<file path="config.mk">
export PLATFORM = sky130hd
export DESIGN_NAME = floppy_ctrl_dual_mode_registers_top
export DESIGN_NICKNAME = d
export VERILOG_FILES = /design/src/sv/fdmr_pkg.sv /design/src/sv/fdmr_ctrl.sv /design/src/sv/fdmr_dp.sv /design/src/sv/floppy_ctrl_dual_mode_registers_top.sv
export SDC_FILE = /design/constraint.sdc
export NUM_CORES = 1
export LEC_CHECK = 0
export BUFFER_PORTS_ARGS = -buffer_cell sky130_fd_sc_hd__buf_2
export CORE_ASPECT_RATIO = 0.9
export CORE_MARGIN = 2
export CORE_UTILIZATION = 67
export CTS_CLUSTER_DIAMETER = 40
export DETAILED_ROUTE_END_ITERATION = 8
export HOLD_SLACK_MARGIN = 0.12
export MAX_ROUTING_LAYER = met4
export PLACE_DENSITY = 0.91
export SLEW_MARGIN = 0
export SYNTH_ARGS = -nofsm -noshare
export SYNTH_HDL_FRONTEND = slang
export SYNTH_SLANG_ARGS = --single-unit
export TNS_END_PERCENT = 1
</file>
<file path="constraint.sdc">
create_clock -name i_clk -period 4.06 [get_ports i_clk]
set_input_delay 0.609 -clock i_clk [delete_from_list [all_inputs] [get_ports i_clk]]
set_output_delay 0.609 -clock i_clk [all_outputs]
set_load 0.01 [all_outputs]
</file>
<file path="src/sv/fdmr_pkg.sv">
package fdmr_pkg;

    // Register offsets decoded while the newer register set is mapped.
    localparam logic [3:0] OFF_PARAM_WR = 4'd3;
    localparam logic [3:0] OFF_PHASE_WR = 4'd4;
    localparam logic [3:0] OFF_MODE0    = 4'd6;
    localparam logic [3:0] OFF_MODE1    = 4'd7;
    localparam logic [3:0] OFF_PARAM_RD = 4'd11;
    localparam logic [3:0] OFF_PHASE_RD = 4'd12;
    localparam logic [3:0] OFF_STATUS   = 4'd14;
    localparam logic [3:0] OFF_SENSE    = 4'd15;

    // Legacy register numbers formed from the latch bits.
    localparam logic [2:0] LEG_SEL_ALL_ONES = 3'd0;
    localparam logic [2:0] LEG_SEL_SET_MODE = 3'd6;

    localparam int unsigned MODE_BIT = 6;

    localparam logic [7:0] MODE_BIT_MASK  = 8'h40;
    localparam logic [7:0] SENSE_PHASE    = 8'h77;
    localparam logic [7:0] SENSE_ANSWER   = 8'h08;
    localparam logic [7:0] ALL_ONES_VALUE = 8'hff;

    localparam int unsigned PARAM_DEPTH = 16;
    localparam int unsigned PARAM_IDX_W = $clog2(PARAM_DEPTH);

    // Steps of the mode switch sequence on bit 6: 1, 0, 1, 1.
    typedef enum logic [1:0] {
        SW_WAIT_ONE_A = 2'd0,
        SW_WAIT_ZERO  = 2'd1,
        SW_WAIT_ONE_B = 2'd2,
        SW_WAIT_ONE_C = 2'd3
    } t_switch_step;

    typedef struct packed {
        logic step;
    } t_dp_cmd;

    typedef struct packed {
        logic new_mode;
    } t_dp_stat;

endpackage

</file>
<file path="src/sv/fdmr_ctrl.sv">
module fdmr_ctrl (
    input  logic              i_clk,
    input  logic              i_rst_n,
    input  logic              i_valid,
    output logic              o_ready,
    output logic              o_valid,
    input  logic              i_ready,
    output fdmr_pkg::t_dp_cmd o_cmd,
    input  fdmr_pkg::t_dp_stat i_stat
);
    import fdmr_pkg::*;

    typedef enum logic {
        ST_EMPTY,
        ST_FULL
    } t_state;

    t_state r_state;
    t_state n_state;
    logic   step;

    // A new word may enter whenever the output register is empty or is being taken.
    assign o_ready    = (r_state == ST_EMPTY) || i_ready;
    assign step       = i_valid && o_ready;
    assign o_cmd.step = step;
    assign o_valid    = (r_state == ST_FULL);

    always_comb begin
        n_state = r_state;
        unique case (r_state)
            ST_EMPTY: begin
                if (step) begin
                    n_state = ST_FULL;
                end
            end
            ST_FULL: begin
                if (i_ready && !step) begin
                    n_state = ST_EMPTY;
                end
            end
            default: n_state = ST_EMPTY;
        endcase
    end

    always_ff @(posedge i_clk) begin
        if (!i_rst_n) begin
            r_state <= ST_EMPTY;
        end else begin
            r_state <= n_state;
        end
    end

    a_step_fills: assert property (@(posedge i_clk) disable iff (!i_rst_n)
        step |=> o_valid)
        else $error("accepted word did not produce a result");

    a_empty_ready: assert property (@(posedge i_clk) disable iff (!i_rst_n)
        !o_valid |-> o_ready)
        else $error("empty output register refused a word");

    a_drain: assert property (@(posedge i_clk) disable iff (!i_rst_n)
        (o_valid && i_ready && !i_valid) |=> !o_valid)
        else $error("result delivered twice");

    // Status is only observed to check that the mode bit is known while a result is held.
    a_stat_known: assert property (@(posedge i_clk) disable iff (!i_rst_n)
        o_valid |-> !$isunknown(i_stat.new_mode))
        else $error("mode status unknown while result held");

endmodule

</file>
<file path="src/sv/fdmr_dp.sv">
module fdmr_dp (
    input  logic               i_clk,
    input  logic               i_rst_n,
    input  fdmr_pkg::t_dp_cmd  i_cmd,
    output fdmr_pkg::t_dp_stat o_stat,
    input  logic               i_action,
    input  logic [3:0]         i_reg_offset,
    input  logic [7:0]         i_write_data,
    output logic [7:0]         o_rd_byte,
    output logic               o_new_mode_active
);
    import fdmr_pkg::*;

    logic                   r_active;
    logic                   n_active;
    t_switch_step           r_switch;
    t_switch_step           n_switch;
    logic [7:0]             r_latch;
    logic [7:0]             n_latch;
    logic [7:0]             r_phase;
    logic [7:0]             n_phase;
    logic [7:0]             r_mode_reg;
    logic [7:0]             n_mode_reg;
    logic [PARAM_IDX_W-1:0] r_param_idx;
    logic [PARAM_IDX_W-1:0] n_param_idx;
    logic [7:0]             r_param [PARAM_DEPTH];
    logic                   param_we;
    logic [7:0]             r_rd_byte;
    logic [7:0]             n_rd_byte;
    logic                   r_out_mode;

    logic [7:0] sel_latch;
    logic [2:0] leg_sel;
    logic       bit6;
    logic [7:0] mode_cleared;

    always_comb begin
        // Legacy access: offset bits 3..1 pick a latch, bit 0 is its value.
        sel_latch = r_latch;
        sel_latch[i_reg_offset[3:1]] = i_reg_offset[0];
        leg_sel      = {sel_latch[7], sel_latch[6], sel_latch[4]};
        bit6         = i_write_data[MODE_BIT];
        mode_cleared = r_mode_reg & ~i_write_data;

        n_active    = r_active;
        n_switch    = r_switch;
        n_latch     = r_latch;
        n_phase     = r_phase;
        n_mode_reg  = r_mode_reg;
        n_param_idx = r_param_idx;
        n_rd_byte   = '0;
        param_we    = 1'b0;

        if (!r_active) begin
            n_latch = sel_latch;
            if (!i_action) begin
                n_rd_byte = (leg_sel == LEG_SEL_ALL_ONES) ? ALL_ONES_VALUE : 8'h00;
            end else if (leg_sel == LEG_SEL_SET_MODE) begin
                unique case (r_switch)
                    SW_WAIT_ONE_A: if (bit6) n_switch = SW_WAIT_ZERO;
                    SW_WAIT_ZERO:  if (!bit6) n_switch = SW_WAIT_ONE_B;
                    SW_WAIT_ONE_B: if (bit6) n_switch = SW_WAIT_ONE_C;
                    SW_WAIT_ONE_C: begin
                        if (bit6) begin
                            n_active   = 1'b1;
                            n_mode_reg = r_mode_reg | MODE_BIT_MASK;
                            n_switch   = SW_WAIT_ONE_A;
                        end
                    end
                    default: n_switch = SW_WAIT_ONE_A;
                endcase
            end
        end else if (i_action) begin
            unique case (i_reg_offset)
                OFF_PARAM_WR: begin
                    param_we    = 1'b1;
                    n_param_idx = r_param_idx + 1'b1;
                end
                OFF_PHASE_WR: n_phase = i_write_data;
                OFF_MODE0: begin
                    n_mode_reg  = mode_cleared;
                    n_param_idx = '0;
                    if (!mode_cleared[MODE_BIT]) begin
                        n_active = 1'b0;
                        n_latch  = '0;
                    end
                end
                OFF_MODE1: n_mode_reg = r_mode_reg | i_write_data;
                default: ;
            endcase
        end else begin
            unique case (i_reg_offset)
                OFF_PARAM_RD: begin
                    n_rd_byte   = r_param[r_param_idx];
                    n_param_idx = r_param_idx + 1'b1;
                end
                OFF_PHASE_RD: n_rd_byte = r_phase;
                OFF_STATUS:   n_rd_byte = MODE_BIT_MASK;
                OFF_SENSE:    n_rd_byte = (r_phase == SENSE_PHASE) ? SENSE_ANSWER : 8'h00;
                default: ;
            endcase
        end
    end

    always_ff @(posedge i_clk) begin
        if (!i_rst_n) begin
            r_active    <= 1'b0;
            r_switch    <= SW_WAIT_ONE_A;
            r_latch     <= '0;
            r_phase     <= '0;
            r_mode_reg  <= '0;
            r_param_idx <= '0;
            for (int i = 0; i < PARAM_DEPTH; i++) begin
                r_param[i] <= '0;
            end
        end else if (i_cmd.step) begin
            r_active    <= n_active;
            r_switch    <= n_switch;
            r_latch     <= n_latch;
            r_phase     <= n_phase;
            r_mode_reg  <= n_mode_reg;
            r_param_idx <= n_param_idx;
            if (param_we) begin
                r_param[r_param_idx] <= i_write_data;
            end
        end
    end

    always_ff @(posedge i_clk) begin
        if (i_cmd.step) begin
            r_rd_byte  <= n_rd_byte;
            r_out_mode <= n_active;
        end
    end

    assign o_rd_byte         = r_rd_byte;
    assign o_new_mode_active = r_out_mode;
    assign o_stat.new_mode   = r_active;

    a_mode0_rewinds: assert property (@(posedge i_clk) disable iff (!i_rst_n)
        (i_cmd.step && r_active && i_action && i_reg_offset == OFF_MODE0)
        |=> (r_param_idx == '0))
        else $error("MODE0 write did not rewind the parameter index");

    a_legacy_bit_clear: assert property (@(posedge i_clk) disable iff (!i_rst_n)
        !r_active |-> !r_mode_reg[MODE_BIT])
        else $error("legacy mode with mode bit set");

    a_out_mode: assert property (@(posedge i_clk) disable iff (!i_rst_n)
        i_cmd.step |=> (o_new_mode_active == r_active))
        else $error("reported mode differs from stored mode");

    a_legacy_read: assert property (@(posedge i_clk) disable iff (!i_rst_n)
        (i_cmd.step && !r_active && !i_action)
        |=> (o_rd_byte == ALL_ONES_VALUE || o_rd_byte == 8'h00))
        else $error("legacy read returned an odd value");

endmodule

</file>
<file path="src/sv/floppy_ctrl_dual_mode_registers_top.sv">
// Channel   Handshake            Payload
// in        i_valid / o_ready    i_action, i_reg_offset, i_write_data
// out       o_valid / i_ready    o_rd_byte, o_new_mode_active
//
// Each word is decoded and its register update applied on acceptance; its
// result is registered, and one word per cycle is sustained while taken.
// A word is taken while the held result is being accepted in the same cycle.
// Synchronous active-low reset clears the mode, switch, latch, phase and index
// state and the 16-byte parameter store, but not the output register.
// A stalled output holds its result and blocks new words until it is taken.
module floppy_ctrl_dual_mode_registers_top (
    input  logic       i_clk,
    input  logic       i_rst_n,
    input  logic       i_valid,
    output logic       o_ready,
    input  logic       i_action,
    input  logic [3:0] i_reg_offset,
    input  logic [7:0] i_write_data,
    output logic       o_valid,
    input  logic       i_ready,
    output logic [7:0] o_rd_byte,
    output logic       o_new_mode_active
);
    import fdmr_pkg::*;

    t_dp_cmd  cmd;
    t_dp_stat stat;

    fdmr_ctrl u_ctrl (
        .i_clk   (i_clk),
        .i_rst_n (i_rst_n),
        .i_valid (i_valid),
        .o_ready (o_ready),
        .o_valid (o_valid),
        .i_ready (i_ready),
        .o_cmd   (cmd),
        .i_stat  (stat)
    );

    fdmr_dp u_dp (
        .i_clk             (i_clk),
        .i_rst_n           (i_rst_n),
        .i_cmd             (cmd),
        .o_stat            (stat),
        .i_action          (i_action),
        .i_reg_offset      (i_reg_offset),
        .i_write_data      (i_write_data),
        .o_rd_byte         (o_rd_byte),
        .o_new_mode_active (o_new_mode_active)
    );

endmodule

</file>
==> metrics.txt <==
outcome=complete, no violations; Reg clk slew, reported paths=0.07 ns; Final HPWL DP=roughly 12,000 um; fin nets=roughly 640; grt total ovfl=0; final std cells w/o fill=between 700 and 800; All-Layer GR Usage=30.8%; Post-synth EDFFs=137; count of cells resized by post-cts repair=0; Max Fclk=0.367 GHz; initial antenna violation count=0; Clock Latency Late Sink=between 0.4 and 0.5 ns; Hold WC Path Type=in -> reg; Yosys reg bits=approximately 160; Tcrit/Tclk final=67.1%; Initial DRC Count=620; die area=12,700 um^2; max_slew headroom=25.7%; Mapped Area=7890 um^2; Final Hold Vio Count=0; fin crit period=2.72 ns; Synth top cells by count=edfxtp_1, and2_1, and3_1, mux2i_1, nor2_1; hold_buf cts=0; Multi-input gate area=2990 um^2; Slew @ Worst Pin=1.11 ns; vias post-DR=5,002; Overall Power=~3.6 mW; TritonCTS clock tree=done; slowest cell on the critical path=dfxtp_1; RD Place Congestion=~0.94; Avg Cell Area, Syn=12.9 um^2; Max FO, Critical Path=21; biggest area consumer among synthesized cells=edfxtp_1; top cells by area, synth=edfxtp_1, and2_1, dfxtp_1, mux2i_1, mux4_2; count leader, synth=edfxtp_1; Post-Syn Nets=639; CP Data Arrival Time=between 2 and 3 ns; CP bufs+invs=0; peak supply drop=0.441 mV; largest net degree at the start of global routing=25; LEAKAGE=about 3.2 nW; synth warn=0; root buffer cell=clkbuf_16; Bufs on Longest Clock Path=2; drt pass-1 iters=5; Top reg by flops=u_dp.r_param; first-pass GRT wire length=27,400 um; Seq/Total Area, Yosys=58.2%; DRT Wirelength=17,900 um; critical path data required time=4.23 ns; Max stage delay on crit path=1.05 ns; power density cells=around 420 nW/um^2; unrepaired setup endpoints after global routing=false; DR WL/cell=22.9 um; max reg flops=128; final setup vio count=0; count of mapped cells out of synthesis=roughly 600; ys async rst share=0%; FP Rows=37; skew final=about 0.0099 ns; cell family with the largest share of critical-path delay=flip-flops; Critical Path Source Type=flop; Layout fillers=728; WS Path Type=reg -> reg; starting density of the core=between 60% and 70%; number of global-route vias before repair=4,969; H-tree Lvls=4; share of cells above drive strength 1=15.2%; max_cap viols=0; worst path cell trace=nor2b_1, a22oi_1, nand3_1, o21ai_0, a221o_1; Post-synth top flop=edfxtp_1; drt drc=0; die width=118 um; ANT cells=0; CTS Sinks=161; Core Area=about 11,000 um^2; ANT nets after route=0; area growth from synthesis to layout=8.45%; Synth top area share=a little over half; port bufs=27; register area=4600 um^2; vias per inst=between 6 and 7; number of buffers created by CTS=17; CP Capture Type=flop; io pins=28; setup tns final=0 ns; Pins Over Slew Limit=0; Die Y=107 um; Inst Count DP=750; Netlist cell types=54; # Post-CTS Setup Buffers=0
-- worst paths after layout --
kind	startpoint	endpoint	slack [ns]	cells past startpoint
worst max-delay path	flop	u_dp.o_rd_byte[1]	1.34	5
worst min register to register	u_dp.r_latch[6]	u_dp.r_latch[6]	0.54	2
worst min-delay path	i_valid	u_ctrl.o_valid	0.50	3
worst max register to register	flop	u_dp.o_rd_byte[1]	1.34	5
-- worst register-to-register path, delay by kind of cell (launching register included) --
kind	cells	cell delay, ns
and+or+nand+nor	2	0.70
AOI/OAI and AO/OA	3	0.73
DFF	1	1.05
-- area by class of cell --
class	instances	share of cell area, %
flip-flops and latches	161	53.7
multi-input cells	390	34.9
clock buffers	18	5.01
well taps	156	2.28
repair buffers	33	2.11
clock inverters	14	1.56
inverters	10	0.439
-- cell usage in the layout, fill, tap and decap left out, drive strengths merged, types with 3 or more instances in the layout --
master,Yosys,routed
inv,10,14
nor3,5,5
edfxtp,137,137
and2,97,97
nor2b,8,8
a221o,6,6
clkbuf,22,18
a21oi,6,6
nand2b,18,18
o21ai,10,10
mux4,18,18
clkinv,0,6
mux2,3,3
clkinvlp,0,3
mux2i,48,48
nand4,4,4
ha,9,9
nor4,4,4
a22oi,16,16
buf,30,33
nand3b,3,3
nand3,11,11
nand2,16,16
and3,49,49
nor2,31,31
dfxtp,24,24
a211oi,4,4
-- per-layer routing --
| metal | part of all wire [%] | wire length, um | track usage, % | up-vias |
|---|---|---|---|---|
| met5 | 0 | 0 | - | - |
| met4 | 2.7 | 478 | 11.5 | 0 |
| met3 | 10 | 1880 | 8.78 | 40 |
| met2 | 49 | 8720 | 48.2 | 285 |
| met1 | 38 | 6810 | 39.1 | 2432 |
| li1 | - | - | - | 2245 |
-- per-stage QoR --
| step | worst slack [ns] | area (um^2) | utilization (%) | hold WS [ns] |
|---|---|---|---|---|
| 3_3_place_gp | 1.33 | 8000 | 69.6 | 0.489 |
| 5_1_grt | 1.32 | 8560 | 74.5 | 0.509 |
| 6_report | 1.34 | 8560 | 74.5 | 0.496 |
| 3_5_place_dp | 1.24 | 8000 | 69.6 | 0.512 |
| 4_1_cts | 1.44 | 8560 | 74.5 | 0.480 |
| 2_1_floorplan | 1.87 | 7890 | - | 0.474 |
-- report_power, final --
group	internal (mW)	switching, mW	total [mW]
clock network	0.853	0.665	1.52
registers	1.85	0.0265	1.88
logic	0.0566	0.124	0.181
total	2.76	0.815	3.58
-- cell families (layout without fill, tap and decap cells) --
kind of cell / after synthesis / count (layout) / synth area share (%)
mux: 69 / 69 / 11.7
simple gates: 256 / 256 / 19.3
fa+ha+maj: 9 / 9 / 1.43
xor+xnor: 4 / 4 / 0.444
flops: 161 / 161 / 58.2
buf+inv: 62 / 75 / 3.93
compound gates: 52 / 52 / 4.98
(Power assumes the default switching activity.)
